==> src/hw/rtl/fgr_pkg.sv <==
// Package: sizes, register codes and shared types of the FFT grid resize remap unit.
package fgr_pkg;

  localparam int MAX_GRID_DIM = 256;

  localparam int POS_W  = $clog2(MAX_GRID_DIM);
  localparam int SZ_W   = $clog2(MAX_GRID_DIM + 1);
  localparam int PART_W = SZ_W + POS_W;
  localparam int CFG_W  = 9;
  localparam int CFG_IDX_W = 3;
  localparam int DATA_W = 64;
  localparam int IDX_W  = 24;

  typedef enum logic [CFG_IDX_W-1:0] {
    REG_SRC_X = 3'd0,
    REG_SRC_Y = 3'd1,
    REG_SRC_Z = 3'd2,
    REG_DST_X = 3'd3,
    REG_DST_Y = 3'd4,
    REG_DST_Z = 3'd5
  } cfg_reg_e;

  typedef struct packed {
    logic             keep;
    logic             last;
    logic [POS_W-1:0] coord;
  } axis_map_t;

  typedef struct packed {
    logic              we;
    logic              done;
    logic [POS_W-1:0]  cx;
    logic [POS_W-1:0]  cy;
    logic [POS_W-1:0]  cz;
    logic [DATA_W-1:0] re;
    logic [DATA_W-1:0] im;
  } item_t;

endpackage

==> src/hw/rtl/fgr_in_if.sv <==
// Interface: source sample channel with valid/ready handshake.
interface fgr_in_if;
  logic                      valid;
  logic                      ready;
  logic [fgr_pkg::DATA_W-1:0] sample_real;
  logic [fgr_pkg::DATA_W-1:0] sample_imag;

  modport source(output valid, output sample_real, output sample_imag, input ready);
  modport sink(input valid, input sample_real, input sample_imag, output ready);
endinterface

==> src/hw/rtl/fgr_out_if.sv <==
// Interface: remapped result channel with valid/ready handshake.
interface fgr_out_if;
  logic                      valid;
  logic                      ready;
  logic                      write_enable;
  logic [fgr_pkg::IDX_W-1:0]  dest_index;
  logic [fgr_pkg::DATA_W-1:0] out_real;
  logic [fgr_pkg::DATA_W-1:0] out_imag;
  logic                      grid_done;

  modport source(output valid, output write_enable, output dest_index, output out_real,
                 output out_imag, output grid_done, input ready);
  modport sink(input valid, input write_enable, input dest_index, input out_real,
               input out_imag, input grid_done, output ready);
endinterface

==> src/hw/rtl/fgr_axis_map.sv <==
// Per-axis coordinate map: keep/drop decision, destination coordinate and wrap flag.
module fgr_axis_map (
  input  logic [fgr_pkg::POS_W-1:0] pos_i,
  input  logic [fgr_pkg::SZ_W-1:0]  src_size_i,
  input  logic [fgr_pkg::SZ_W-1:0]  dst_size_i,
  output fgr_pkg::axis_map_t        map_o
);

  localparam int W = fgr_pkg::SZ_W + 1;

  logic [W-1:0] pos_ext;
  logic [W-1:0] src_ext;
  logic [W-1:0] dst_ext;
  logic [W-1:0] n_min;
  logic [W-1:0] half;
  logic [W-1:0] hi_start;
  logic [W-1:0] hi_coord;
  logic         in_range;
  logic         keep_lo;
  logic         keep_hi;

  assign pos_ext  = W'(pos_i);
  assign src_ext  = W'(src_size_i);
  assign dst_ext  = W'(dst_size_i);
  assign n_min    = (src_ext < dst_ext) ? src_ext : dst_ext;
  assign half     = n_min >> 1;
  assign hi_start = src_ext - (n_min - half);
  assign hi_coord = pos_ext + dst_ext - src_ext;
  assign in_range = pos_ext < src_ext;
  assign keep_lo  = in_range && (pos_ext < half);
  assign keep_hi  = in_range && (pos_ext >= hi_start);

  always_comb begin
    map_o.keep  = keep_lo || keep_hi;
    map_o.last  = (pos_ext + W'(1)) >= src_ext;
    map_o.coord = keep_lo ? pos_i : fgr_pkg::POS_W'(hi_coord);
  end

endmodule

==> src/hw/rtl/fgr_index_pipe.sv <==
// Index pipeline: two multiply stages that form the linear destination index.
module fgr_index_pipe (
  input  logic                     clk_i,
  input  logic                     rst_ni,
  input  logic                     s1_valid_i,
  output logic                     s1_ready_o,
  input  fgr_pkg::item_t           s1_item_i,
  input  logic [fgr_pkg::SZ_W-1:0] dst_size_x_i,
  input  logic [fgr_pkg::SZ_W-1:0] dst_size_y_i,
  fgr_out_if.source                out_ch
);

  localparam int PROD_W = fgr_pkg::SZ_W + fgr_pkg::PART_W;

  logic                          s2_valid_q;
  fgr_pkg::item_t                s2_item_q;
  logic [fgr_pkg::PART_W-1:0]    s2_part_q;
  logic [fgr_pkg::PART_W-1:0]    s2_part_d;
  logic                          s2_ready;

  logic                          s3_valid_q;
  logic                          s3_we_q;
  logic                          s3_done_q;
  logic [fgr_pkg::IDX_W-1:0]     s3_idx_q;
  logic [fgr_pkg::IDX_W-1:0]     s3_idx_d;
  logic [fgr_pkg::DATA_W-1:0]    s3_re_q;
  logic [fgr_pkg::DATA_W-1:0]    s3_im_q;
  logic                          s3_ready;
  logic [PROD_W-1:0]             full_idx;

  assign s3_ready   = !s3_valid_q || out_ch.ready;
  assign s2_ready   = !s2_valid_q || s3_ready;
  assign s1_ready_o = s2_ready;

  // row index across all planes: cy + dy * cz
  assign s2_part_d = fgr_pkg::PART_W'(s1_item_i.cy) + dst_size_y_i * s1_item_i.cz;

  assign full_idx = PROD_W'(s2_item_q.cx) + dst_size_x_i * s2_part_q;
  assign s3_idx_d = s2_item_q.we ? fgr_pkg::IDX_W'(full_idx) : '0;

  always_ff @(posedge clk_i or negedge rst_ni) begin
    if (!rst_ni) begin
      s2_valid_q <= 1'b0;
      s3_valid_q <= 1'b0;
    end else begin
      if (s2_ready) begin
        s2_valid_q <= s1_valid_i;
      end
      if (s3_ready) begin
        s3_valid_q <= s2_valid_q;
      end
    end
  end

  always_ff @(posedge clk_i) begin
    if (s2_ready && s1_valid_i) begin
      s2_item_q <= s1_item_i;
      s2_part_q <= s2_part_d;
    end
    if (s3_ready && s2_valid_q) begin
      s3_we_q   <= s2_item_q.we;
      s3_done_q <= s2_item_q.done;
      s3_idx_q  <= s3_idx_d;
      s3_re_q   <= s2_item_q.re;
      s3_im_q   <= s2_item_q.im;
    end
  end

  assign out_ch.valid        = s3_valid_q;
  assign out_ch.write_enable = s3_we_q;
  assign out_ch.grid_done    = s3_done_q;
  assign out_ch.dest_index   = s3_idx_q;
  assign out_ch.out_real     = s3_re_q;
  assign out_ch.out_imag     = s3_im_q;

  a_drop_zero_index: assert property (@(posedge clk_i) disable iff (!rst_ni)
    s3_valid_q && !s3_we_q |-> s3_idx_q == '0)
    else $error("dropped sample carries nonzero index");

  a_stall_holds_result: assert property (@(posedge clk_i) disable iff (!rst_ni)
    s3_valid_q && !out_ch.ready |=> s3_valid_q && $stable(s3_idx_q))
    else $error("stalled result lost or changed");

  a_stall_holds_data: assert property (@(posedge clk_i) disable iff (!rst_ni)
    s3_valid_q && !out_ch.ready |=> $stable(s3_re_q) && $stable(s3_im_q) &&
    $stable(s3_we_q) && $stable(s3_done_q))
    else $error("stalled result data changed");

endmodule

==> src/hw/rtl/fft_grid_resize_remap_unit.sv <==
// Top level: FFT grid resize remap unit with config registers, counters and input stage.
//
// Usage: source samples of one 3D grid enter on in_ch in raster order, x fastest.
// Each transfer yields exactly one result on out_ch: a write flag, the linear
// destination index (zero when dropped), both data words unchanged, and a flag
// on the last sample of the grid.
// Pipeline: a result passes the input register, the row offset multiply and the plane
// index multiply before it is valid on out_ch.
// Throughput: one sample per cycle while out_ch.ready is high; the x, y and z position
// counters advance on each input transfer, and the two multiplies sit in separate stages.
// Configuration: cfg_we_i writes register cfg_idx_i (source sizes x/y/z, then
// destination sizes x/y/z); write only while no sample is in flight.
// Reset: all sizes return to 1, counters to 0, the pipeline empties.
// Stall: when out_ch.ready is low, the result holds and the stages fill; in_ch
// keeps taking samples until all three stages are full, then ready drops.
module fft_grid_resize_remap_unit (
  input  logic                          clk_i,
  input  logic                          rst_ni,
  input  logic                          cfg_we_i,
  input  logic [fgr_pkg::CFG_IDX_W-1:0] cfg_idx_i,
  input  logic [fgr_pkg::CFG_W-1:0]     cfg_wdata_i,
  fgr_in_if.sink                        in_ch,
  fgr_out_if.source                     out_ch
);

  logic [fgr_pkg::CFG_W-1:0] src_x_q, src_y_q, src_z_q;
  logic [fgr_pkg::CFG_W-1:0] dst_x_q, dst_y_q, dst_z_q;
  logic [fgr_pkg::SZ_W-1:0]  eff_src_x, eff_src_y, eff_src_z;
  logic [fgr_pkg::SZ_W-1:0]  eff_dst_x, eff_dst_y, eff_dst_z;

  logic [fgr_pkg::POS_W-1:0] pos_x_q, pos_y_q, pos_z_q;
  logic [fgr_pkg::POS_W-1:0] pos_x_d, pos_y_d, pos_z_d;

  fgr_pkg::axis_map_t map_x, map_y, map_z;

  logic           s1_valid_q;
  fgr_pkg::item_t s1_item_q;
  fgr_pkg::item_t s1_item_d;
  logic           s1_ready;
  logic           s1_ready_pipe;
  logic           in_xfer;

  function automatic logic [fgr_pkg::SZ_W-1:0] eff_size(input logic [fgr_pkg::CFG_W-1:0] v);
    logic [fgr_pkg::SZ_W-1:0] r;
    if (v == '0) begin
      r = fgr_pkg::SZ_W'(1);
    end else if (32'(v) > 32'(fgr_pkg::MAX_GRID_DIM)) begin
      r = fgr_pkg::SZ_W'(fgr_pkg::MAX_GRID_DIM);
    end else begin
      r = fgr_pkg::SZ_W'(v);
    end
    return r;
  endfunction

  always_ff @(posedge clk_i or negedge rst_ni) begin
    if (!rst_ni) begin
      src_x_q <= fgr_pkg::CFG_W'(1);
      src_y_q <= fgr_pkg::CFG_W'(1);
      src_z_q <= fgr_pkg::CFG_W'(1);
      dst_x_q <= fgr_pkg::CFG_W'(1);
      dst_y_q <= fgr_pkg::CFG_W'(1);
      dst_z_q <= fgr_pkg::CFG_W'(1);
    end else if (cfg_we_i) begin
      unique case (fgr_pkg::cfg_reg_e'(cfg_idx_i))
        fgr_pkg::REG_SRC_X: src_x_q <= cfg_wdata_i;
        fgr_pkg::REG_SRC_Y: src_y_q <= cfg_wdata_i;
        fgr_pkg::REG_SRC_Z: src_z_q <= cfg_wdata_i;
        fgr_pkg::REG_DST_X: dst_x_q <= cfg_wdata_i;
        fgr_pkg::REG_DST_Y: dst_y_q <= cfg_wdata_i;
        fgr_pkg::REG_DST_Z: dst_z_q <= cfg_wdata_i;
        default: ;
      endcase
    end
  end

  assign eff_src_x = eff_size(src_x_q);
  assign eff_src_y = eff_size(src_y_q);
  assign eff_src_z = eff_size(src_z_q);
  assign eff_dst_x = eff_size(dst_x_q);
  assign eff_dst_y = eff_size(dst_y_q);
  assign eff_dst_z = eff_size(dst_z_q);

  fgr_axis_map u_map_x (.pos_i(pos_x_q), .src_size_i(eff_src_x), .dst_size_i(eff_dst_x),
                        .map_o(map_x));
  fgr_axis_map u_map_y (.pos_i(pos_y_q), .src_size_i(eff_src_y), .dst_size_i(eff_dst_y),
                        .map_o(map_y));
  fgr_axis_map u_map_z (.pos_i(pos_z_q), .src_size_i(eff_src_z), .dst_size_i(eff_dst_z),
                        .map_o(map_z));

  assign s1_ready    = s1_ready_pipe;
  assign in_ch.ready = !s1_valid_q || s1_ready;
  assign in_xfer     = in_ch.valid && in_ch.ready;

  // advance raster position, x fastest
  always_comb begin
    pos_x_d = pos_x_q;
    pos_y_d = pos_y_q;
    pos_z_d = pos_z_q;
    if (!map_x.last) begin
      pos_x_d = pos_x_q + fgr_pkg::POS_W'(1);
    end else begin
      pos_x_d = '0;
      if (!map_y.last) begin
        pos_y_d = pos_y_q + fgr_pkg::POS_W'(1);
      end else begin
        pos_y_d = '0;
        pos_z_d = map_z.last ? '0 : pos_z_q + fgr_pkg::POS_W'(1);
      end
    end
  end

  always_comb begin
    s1_item_d.we   = map_x.keep && map_y.keep && map_z.keep;
    s1_item_d.done = map_x.last && map_y.last && map_z.last;
    s1_item_d.cx   = map_x.coord;
    s1_item_d.cy   = map_y.coord;
    s1_item_d.cz   = map_z.coord;
    s1_item_d.re   = in_ch.sample_real;
    s1_item_d.im   = in_ch.sample_imag;
  end

  always_ff @(posedge clk_i or negedge rst_ni) begin
    if (!rst_ni) begin
      pos_x_q    <= '0;
      pos_y_q    <= '0;
      pos_z_q    <= '0;
      s1_valid_q <= 1'b0;
    end else begin
      if (in_xfer) begin
        pos_x_q <= pos_x_d;
        pos_y_q <= pos_y_d;
        pos_z_q <= pos_z_d;
      end
      if (in_ch.ready) begin
        s1_valid_q <= in_ch.valid;
      end
    end
  end

  always_ff @(posedge clk_i) begin
    if (in_xfer) begin
      s1_item_q <= s1_item_d;
    end
  end

  fgr_index_pipe u_index_pipe (
    .clk_i        (clk_i),
    .rst_ni       (rst_ni),
    .s1_valid_i   (s1_valid_q),
    .s1_ready_o   (s1_ready_pipe),
    .s1_item_i    (s1_item_q),
    .dst_size_x_i (eff_dst_x),
    .dst_size_y_i (eff_dst_y),
    .out_ch       (out_ch)
  );

  a_pos_hold: assert property (@(posedge clk_i) disable iff (!rst_ni)
    !in_xfer |=> $stable(pos_x_q) && $stable(pos_y_q) && $stable(pos_z_q))
    else $error("position moved without a transfer");

  a_grid_wrap: assert property (@(posedge clk_i) disable iff (!rst_ni)
    in_xfer && s1_item_d.done |=> pos_x_q == '0 && pos_y_q == '0 && pos_z_q == '0)
    else $error("position did not wrap at end of grid");

  a_x_step: assert property (@(posedge clk_i) disable iff (!rst_ni)
    in_xfer && !map_x.last |=> pos_x_q == $past(pos_x_q) + fgr_pkg::POS_W'(1))
    else $error("x position did not advance");

  a_s1_hold: assert property (@(posedge clk_i) disable iff (!rst_ni)
    s1_valid_q && !s1_ready |=> s1_valid_q)
    else $error("input stage dropped a stalled sample");

endmodule

==> src/flat_wrapper.sv <==
// flat-port wrapper written by rule: the top's interface ports become plain ports
module fft_grid_resize_remap_unit_flat 
  (clk_i, rst_ni, cfg_we_i, cfg_idx_i, cfg_wdata_i, in_ch_valid, in_ch_sample_real, in_ch_sample_imag, in_ch_ready, out_ch_valid, out_ch_write_enable, out_ch_dest_index, out_ch_out_real, out_ch_out_imag, out_ch_grid_done, out_ch_ready);
  fgr_in_if in_ch_i ();
  fgr_out_if out_ch_i ();
  input  logic clk_i;
  input  logic rst_ni;
  input  logic cfg_we_i;
  input  logic [fgr_pkg::CFG_IDX_W-1:0] cfg_idx_i;
  input  logic [fgr_pkg::CFG_W-1:0] cfg_wdata_i;
  input wire logic [$bits(in_ch_i.valid)-1:0] in_ch_valid;
  input wire logic [$bits(in_ch_i.sample_real)-1:0] in_ch_sample_real;
  input wire logic [$bits(in_ch_i.sample_imag)-1:0] in_ch_sample_imag;
  output wire logic [$bits(in_ch_i.ready)-1:0] in_ch_ready;
  output wire logic [$bits(out_ch_i.valid)-1:0] out_ch_valid;
  output wire logic [$bits(out_ch_i.write_enable)-1:0] out_ch_write_enable;
  output wire logic [$bits(out_ch_i.dest_index)-1:0] out_ch_dest_index;
  output wire logic [$bits(out_ch_i.out_real)-1:0] out_ch_out_real;
  output wire logic [$bits(out_ch_i.out_imag)-1:0] out_ch_out_imag;
  output wire logic [$bits(out_ch_i.grid_done)-1:0] out_ch_grid_done;
  input wire logic [$bits(out_ch_i.ready)-1:0] out_ch_ready;
  assign in_ch_i.valid = in_ch_valid;
  assign in_ch_i.sample_real = in_ch_sample_real;
  assign in_ch_i.sample_imag = in_ch_sample_imag;
  assign in_ch_ready = in_ch_i.ready;
  assign out_ch_valid = out_ch_i.valid;
  assign out_ch_write_enable = out_ch_i.write_enable;
  assign out_ch_dest_index = out_ch_i.dest_index;
  assign out_ch_out_real = out_ch_i.out_real;
  assign out_ch_out_imag = out_ch_i.out_imag;
  assign out_ch_grid_done = out_ch_i.grid_done;
  assign out_ch_i.ready = out_ch_ready;
  fft_grid_resize_remap_unit u_core (.clk_i(clk_i), .rst_ni(rst_ni), .cfg_we_i(cfg_we_i), .cfg_idx_i(cfg_idx_i), .cfg_wdata_i(cfg_wdata_i), .in_ch(in_ch_i), .out_ch(out_ch_i));
endmodule
==> config.mk <==
export PLATFORM = sky130hd
export DESIGN_NAME = fft_grid_resize_remap_unit_flat
export DESIGN_NICKNAME = d
export VERILOG_FILES = /design/src/hw/rtl/fgr_pkg.sv /design/src/hw/rtl/fgr_in_if.sv /design/src/hw/rtl/fgr_out_if.sv /design/src/hw/rtl/fgr_axis_map.sv /design/src/hw/rtl/fgr_index_pipe.sv /design/src/hw/rtl/fft_grid_resize_remap_unit.sv /design/src/flat_wrapper.sv
export SDC_FILE = /design/constraint.sdc
export NUM_CORES = 1
export LEC_CHECK = 0
export ABC_AREA = 1
export CORE_MARGIN = 5
export CORE_UTILIZATION = 70
export DETAILED_ROUTE_END_ITERATION = 8
export DONT_BUFFER_PORTS = 1
export GPL_TIMING_DRIVEN = 0
export PLACE_DENSITY = 0.86
export SYNTH_ARGS = -nofsm -noshare
export SYNTH_HDL_FRONTEND = slang
export SYNTH_SLANG_ARGS = --single-unit
==> constraint.sdc <==
create_clock -name clk_i -period 18.2 [get_ports clk_i]
set_input_delay 2.73 -clock clk_i [delete_from_list [all_inputs] [get_ports clk_i]]
set_output_delay 2.73 -clock clk_i [all_outputs]
set_load 0.01 [all_outputs]
### Word level (Yosys, flattened, before mapping)

Cells that the tools add are included.
Widths: inputs -> output; s select.

| word-level totals | value |
|---|---|
| flip-flop bits (word level) | 544 |
| input port bits | 145 |
| output and inout port bits | 156 |
| logic and storage cells | 136 |

| cells by class | value |
|---|---|
| $add $sub $neg | 20 |
| $mul | 2 |
| $lt $le $gt $ge | 21 |
| eq/ne operators | 5 |
| multiplexer cells | 21 |
| reductions and logical operators | 37 |

Operator list:

| kind | count |
|---|---|
| $mux 9 | 15 |
| $gt 9x9->1 const B | 6 |
| $logic_not 9->1 | 6 |
| $mux 8 | 6 |
| $ge 8x10->1 | 3 |
| $sub 9x10->10 | 3 |
| $sub 9x8->10 | 3 |
| $add 8x1->9 const B | 3 |
| $ge 9x9->1 | 3 |
| $lt 8x9->1 | 3 |
| $lt 9x9->1 | 3 |
| $add 8x1->8 const B | 3 |
| $add 8x24->24 | 1 |
| $add 8x8->8 | 3 |
| $lt 8x8->1 | 3 |
| $mul 9x17->24 | 1 |
| $sub 8x8->8 | 3 |
| $add 8x17->17 | 1 |
| $mul 9x8->17 | 1 |
| $reduce_and 2->1 | 7 |
| $logic_and 1x1->1 | 13 |
| $eq 3x2->1 const B | 2 |
| $eq 3x3->1 const B | 2 |
| $logic_or 1x1->1 | 6 |
| other kinds (4) | 6 |

### Longest topological paths before layout

| logic depth | value |
|---|---|
| word-level depth | 12 |
| depth in mapped cells | 36 |
| depth with buffers taken out | 36 |

### By module

A second synthesis with hierarchy kept.

| unflattened totals | value |
|---|---|
| cells, all modules | 3,302 |
| area total of the unflattened synthesis | 33,560.9 µm² |

By module, submodules not included:

| module | times used | cells each | area an instance (µm²) | sequential area each (µm²) |
|---|---|---|---|---|
| fgr_index_pipe | 1 | 1,550 | 17,813.3 | 9,328.9 |
| fft_grid_resize_remap_unit | 1 | 688 | 8,593.2 | 6,608.8 |
| fgr_axis_map at u_core.u_map_y ... | 2 | 351 | 2,372.3 | 0.0 |
| fgr_axis_map at u_core.u_map_x | 1 | 362 | 2,409.8 | 0.0 |

### Least setup slack after synthesis

Ideal clock, no wire load.

| timing path | value |
|---|---|
| kind | input-to-reg |
| from | in out_ch_ready |
| to | reg u_core.u_index_pipe.s3_idx_q (netlist bit u_core.u_index_pipe.out_ch.dest_index[0]), enable pin |
| setup time | 718 ps |
| arrival | 10,133 ps |
| data required time | 17,482 ps |
| path slack | 7,348 ps |
| stages on the path | 2 |
| buffers on the path | 0 |
| cells stage by stage | inv_1 a21oi_1 |

| between the ends | value |
|---|---|
| longest elaborated chain between the ends | 2 |

Ends and longest elaborated chain:

| item | RTL line | source |
|---|---|---|
| start, declared | flat_wrapper.sv:21 | `input wire logic [$bits(out_ch_i.ready)-1:0] out_ch_ready;` |
| $logic_or 1x1->1 | fgr_index_pipe.sv:31 | `assign s3_ready = !s3_valid_q \|\| out_ch.ready;` |
| $logic_and 1x1->1 | fgr_index_pipe.sv:60 | `if (s3_ready && s2_valid_q) begin` |
| end signal, assigned | fgr_index_pipe.sv:63 | `s3_idx_q <= s3_idx_d;` |
| end, declared | fgr_index_pipe.sv:24 | `logic [fgr_pkg::IDX_W-1:0] s3_idx_q;` |

Every way passes these cells.
A chain may end at the register's enable or synchronous reset.

### Worst setup path after layout

| timing path | value |
|---|---|
| from | reg u_core.dst_x_q[8] (netlist name) |
| to | reg u_core.u_index_pipe.s3_idx_q (netlist bit u_core.u_index_pipe.out_ch.dest_index[22]), data pin |

| between the ends | value |
|---|---|
| longest elaborated chain between the ends | 5 |
| elaborated cells on any way between the ends | 6 |
| classes of those cells | add/sub: 1; mul: 1; order compare: 1; mux: 2; reduce/logical: 1 |

Ends and longest elaborated chain:

| item | RTL line | source |
|---|---|---|
| start, declared | fft_grid_resize_remap_unit.sv:27 | `logic [fgr_pkg::CFG_W-1:0] dst_x_q, dst_y_q, dst_z_q;` |
| start signal, assigned | fft_grid_resize_remap_unit.sv:60 | `dst_x_q <= fgr_pkg::CFG_W'(1);` |
| start signal, assigned | fft_grid_resize_remap_unit.sv:68 | `fgr_pkg::REG_DST_X: dst_x_q <= cfg_wdata_i;` |
| $gt 9x9->1 | fft_grid_resize_remap_unit.sv:47 | `end else if (32'(v) > 32'(fgr_pkg::MAX_GRID_DIM)) begin` |
| $mux 9 | fft_grid_resize_remap_unit.sv:47 |  |
| $mux 9 (*) | fft_grid_resize_remap_unit.sv:45 | `if (v == '0) begin` |
| $mul 9x17->24 (*) | fgr_index_pipe.sv:38 | `assign full_idx = PROD_W'(s2_item_q.cx) + dst_size_x_i * s2_part_q;` |
| $add 8x24->24 (*) | fgr_index_pipe.sv:38 |  |

Mark *: on every way between the ends. The rest lies on a longest branch, timed or not.

==> impl_metrics.json <==
{
  "status": "finished with violations",
  "violations": "DRC",
  "slew_violations": 0,
  "drc": 1,
  "synthSimpleGateAreaFrac_pct": 10.6,
  "rr_worst_depth": 21,
  "clkLatencyLatePin_ps": 620,
  "track_usage_pct": 34.5,
  "synth_xor_area_share_pct": 2.01,
  "finalInstanceArea_um2": 34600,
  "rsz0062_at_grt": "false",
  "cp.arrival_ps": 8230,
  "fmax_ghz": 0.129,
  "crit_path_start_kind": "register",
  "dpl-instance-area_um2": 32700,
  "worst-path-max-fanout": 10,
  "ys_seq_elements": 544,
  "synth_fp_nets": 3484,
  "fin_nets": 3546,
  "drtIter0Drc": 2774,
  "pre_cts_slack_ps": 11560,
  "synth_common_cells": "503 x nand2_1, 501 x inv_1, 463 x edfxtp_1",
  "num-fill-cells": 2710,
  "ys.flop_type": "edfxtp_1",
  "cts_max_level": 2,
  "synth_top_cell_by_area": "edfxtp_1",
  "drv_cap": 0,
  "postRouteAntennaNets": 0,
  "cts_buffers": 52,
  "gr-total-overflow": 0,
  "ios": 301,
  "grt_pass1_vias": 22600,
  "syn_to_final_growth_pct": 8.87,
  "holdCritPathClass": "register to register",
  "dieArea_um2": 49700,
  "syn_area_um2": 31800,
  "port_buffers": 0,
  "synth_top_family_by_area": "adder cells",
  "worst_slack_ps": 10430,
  "postCtsHoldBufs": 0,
  "synthMostInstantiatedCell": "nand2_1",
  "drt_pre_antenna_iters": 9,
  "skew_ps": 28.5,
  "rows": 78,
  "cts_resized": 0,
  "criticalPathCategory": "register to register",
  "setup_viol": 0,
  "yosysTopAreaCellShare_pct": 43.8,
  "clock_sinks": 544,
  "synth_compound_area_share_pct": 6.57,
  "cp.required_ps": 18660,
  "antenna_found_initial": 11,
  "start_util_pct": 70.5,
  "end_kind": "register",
  "ys_seq_area_share_pct": 50.2,
  "min_period_ps": 7770,
  "synth_cell_types": 50,
  "worst_pin_slew_ps": 957,
  "drt-wirelength-per-cell_um": 24.5,
  "setup-tns-final_ps": 0,
  "hold_viol": 0,
  "period_share_pct": 42.7,
  "dp_hpwl_um": 56400,
  "clock_path_buffers": 3,
  "cts_root_buffer": "clkbuf_16",
  "routed_wl_um": 87400,
  "grt_pass1_wl_um": 132000,
  "whs_ps": 401,
  "synthAdderAreaFrac_pct": 24.0,
  "ff_latch_area_um2": 15900,
  "die_y_um": 223,
  "postSynthCellCount": 2853,
  "drive_above_1_share_pct": 4.80,
  "grt_max_degree": 102,
  "synthTopCellsByArea": "edfxtp_1 44%, fa_1 13%, ha_1 11%, nand2_1 5.9%, inv_1 5.9%",
  "core_um2": 45100,
  "post_cts_buffers": 0,
  "synth_mux_area_share_pct": 0,
  "cts_tree": "built",
  "yosysWarningCount": 0,
  "timing.slew.headroom_pct": 35.9,
  "die_x_um": 223,
  "synth_edf_count": 463,
  "synthArstFlopShare_pct": 14.9,
  "cts.reportedPaths.clkPinSlew_ps": 80,
  "syn_avg_cell_area_um2": 11.1,
  "multi_input_area_um2": 13700,
  "vias": 22300,
  "hold_depth": 0,
  "avgViaCountPerCell": 6.26,
  "place_congestion": 0.956
}
critical path, cell delays in order (launching register included):
cell      delay, ps
dfrtp_1         430
clkbuf_1        270
inv_1           180
nand2_1         220
inv_1           310
clkbuf_1        590
nand2_1         210
fa_1            720
inv_1           130
fa_1            580
fa_1            510
fa_1            550
ha_1            370
ha_1            480
nand2_1         170
nor3_1          630
nand4_1         380
nand3_1         310
nand3_1         190
nand2_1         130
o21ai_0          90
a21oi_1         160
final timing paths:
path / from / end / slack (ps)
min reg2reg: u_core.u_index_pipe.s2_item_q[89]$_DFFE_PP_ / u_core.u_index_pipe.out_ch.out_real[25]$_DFFE_PP_ / 400
max: u_core.dst_x_q[8]$_DFFE_PN0P_ / u_core.u_index_pipe.out_ch.dest_index[22]$_SDFFCE_PN0P_ / 10430
max in group asynchronous: rst_ni / u_core.src_x_q[0]$_DFFE_PN1P_ / 16140
min in group asynchronous: rst_ni / u_core.pos_y_q[0]$_DFFE_PN0P_ / 1810
max reg2reg: u_core.dst_x_q[8]$_DFFE_PN0P_ / u_core.u_index_pipe.out_ch.dest_index[22]$_SDFFCE_PN0P_ / 10430
min: u_core.u_index_pipe.s2_item_q[89]$_DFFE_PP_ / u_core.u_index_pipe.out_ch.out_real[25]$_DFFE_PP_ / 400
stage by stage:
stage / cells / util, %
6_report: 3567 / 76.7
5_1_grt: 3565 / 76.7
4_1_cts: 3559 / 76.7
3_5_place_dp: 3461 / 72.6
3_3_place_gp: 3453 / 72.1
2_1_floorplan: 2853 / -
cell type report:
cell class	count	share of cell area, %
clock buffer	56	3.81
clock inverter	42	1.51
tap	600	2.17
inverter	509	5.54
antenna	8	0.0579
timing repair buffer	8	0.550
buffer	47	0.582
sequential	544	46.1
multi-input combinational	1753	39.7
cells by family after synthesis:
kind of cell,after synthesis
DFF,544
adders and majority gates,486
xor gates and xnor gates,73
and+or+nand+nor,820
AOI/OAI and AO/OA,374
buffers and inverters,556
layer usage:
| layer | vias up | GRT usage, % | part of all wire, % |
|---|---|---|---|
| met5 | - | 0 | 0.025 |
| met4 | 6 | 16.1 | 6.5 |
| met3 | 483 | 7.75 | 10 |
| met2 | 1621 | 59.9 | 50 |
| met1 | 10700 | 41.1 | 34 |
| li1 | 9570 | - | - |
sequential cells by signal, summed over array words and instances (netlist names), 9 cells and up:
register,cells
u_core.s1_item_q,154
u_core.u_index_pipe.s2_item_q,138
u_core.u_index_pipe.out_ch.out_imag,64
u_core.u_index_pipe.out_ch.out_real,64
u_core.u_index_pipe.out_ch.dest_index,24
u_core.u_index_pipe.s2_part_q,17
u_core.dst_x_q,9
u_core.dst_y_q,9
u_core.dst_z_q,9
u_core.src_x_q,9
u_core.src_y_q,9
u_core.src_z_q,9
cell usage in the layout, fill, tap and decap left out, types with 6 or more instances in the layout:
cell / count
xor2_1: 53
o21a_1: 11
o31ai_1: 7
a211oi_1: 7
nand3b_1: 8
nand4_1: 23
nand3_1: 70
a21oi_1: 133
nor4_1: 9
o21ai_2: 15
clkbuf_1: 28
buf_1: 15
xnor2_1: 20
bufinv_16: 10
edfxtp_1: 463
dfstp_2: 6
clkinv_2: 7
diode_2: 8
dfrtp_1: 75
ha_1: 282
clkbuf_16: 52
o21bai_1: 7
nand2_1: 503
nor2_1: 172
o21ai_0: 167
inv_1: 500
nor3_1: 13
clkinv_1: 20
fa_1: 204
Power is not shown: default switching activity piles up to over one toggle a cycle in this logic, so the estimate is an artifact.
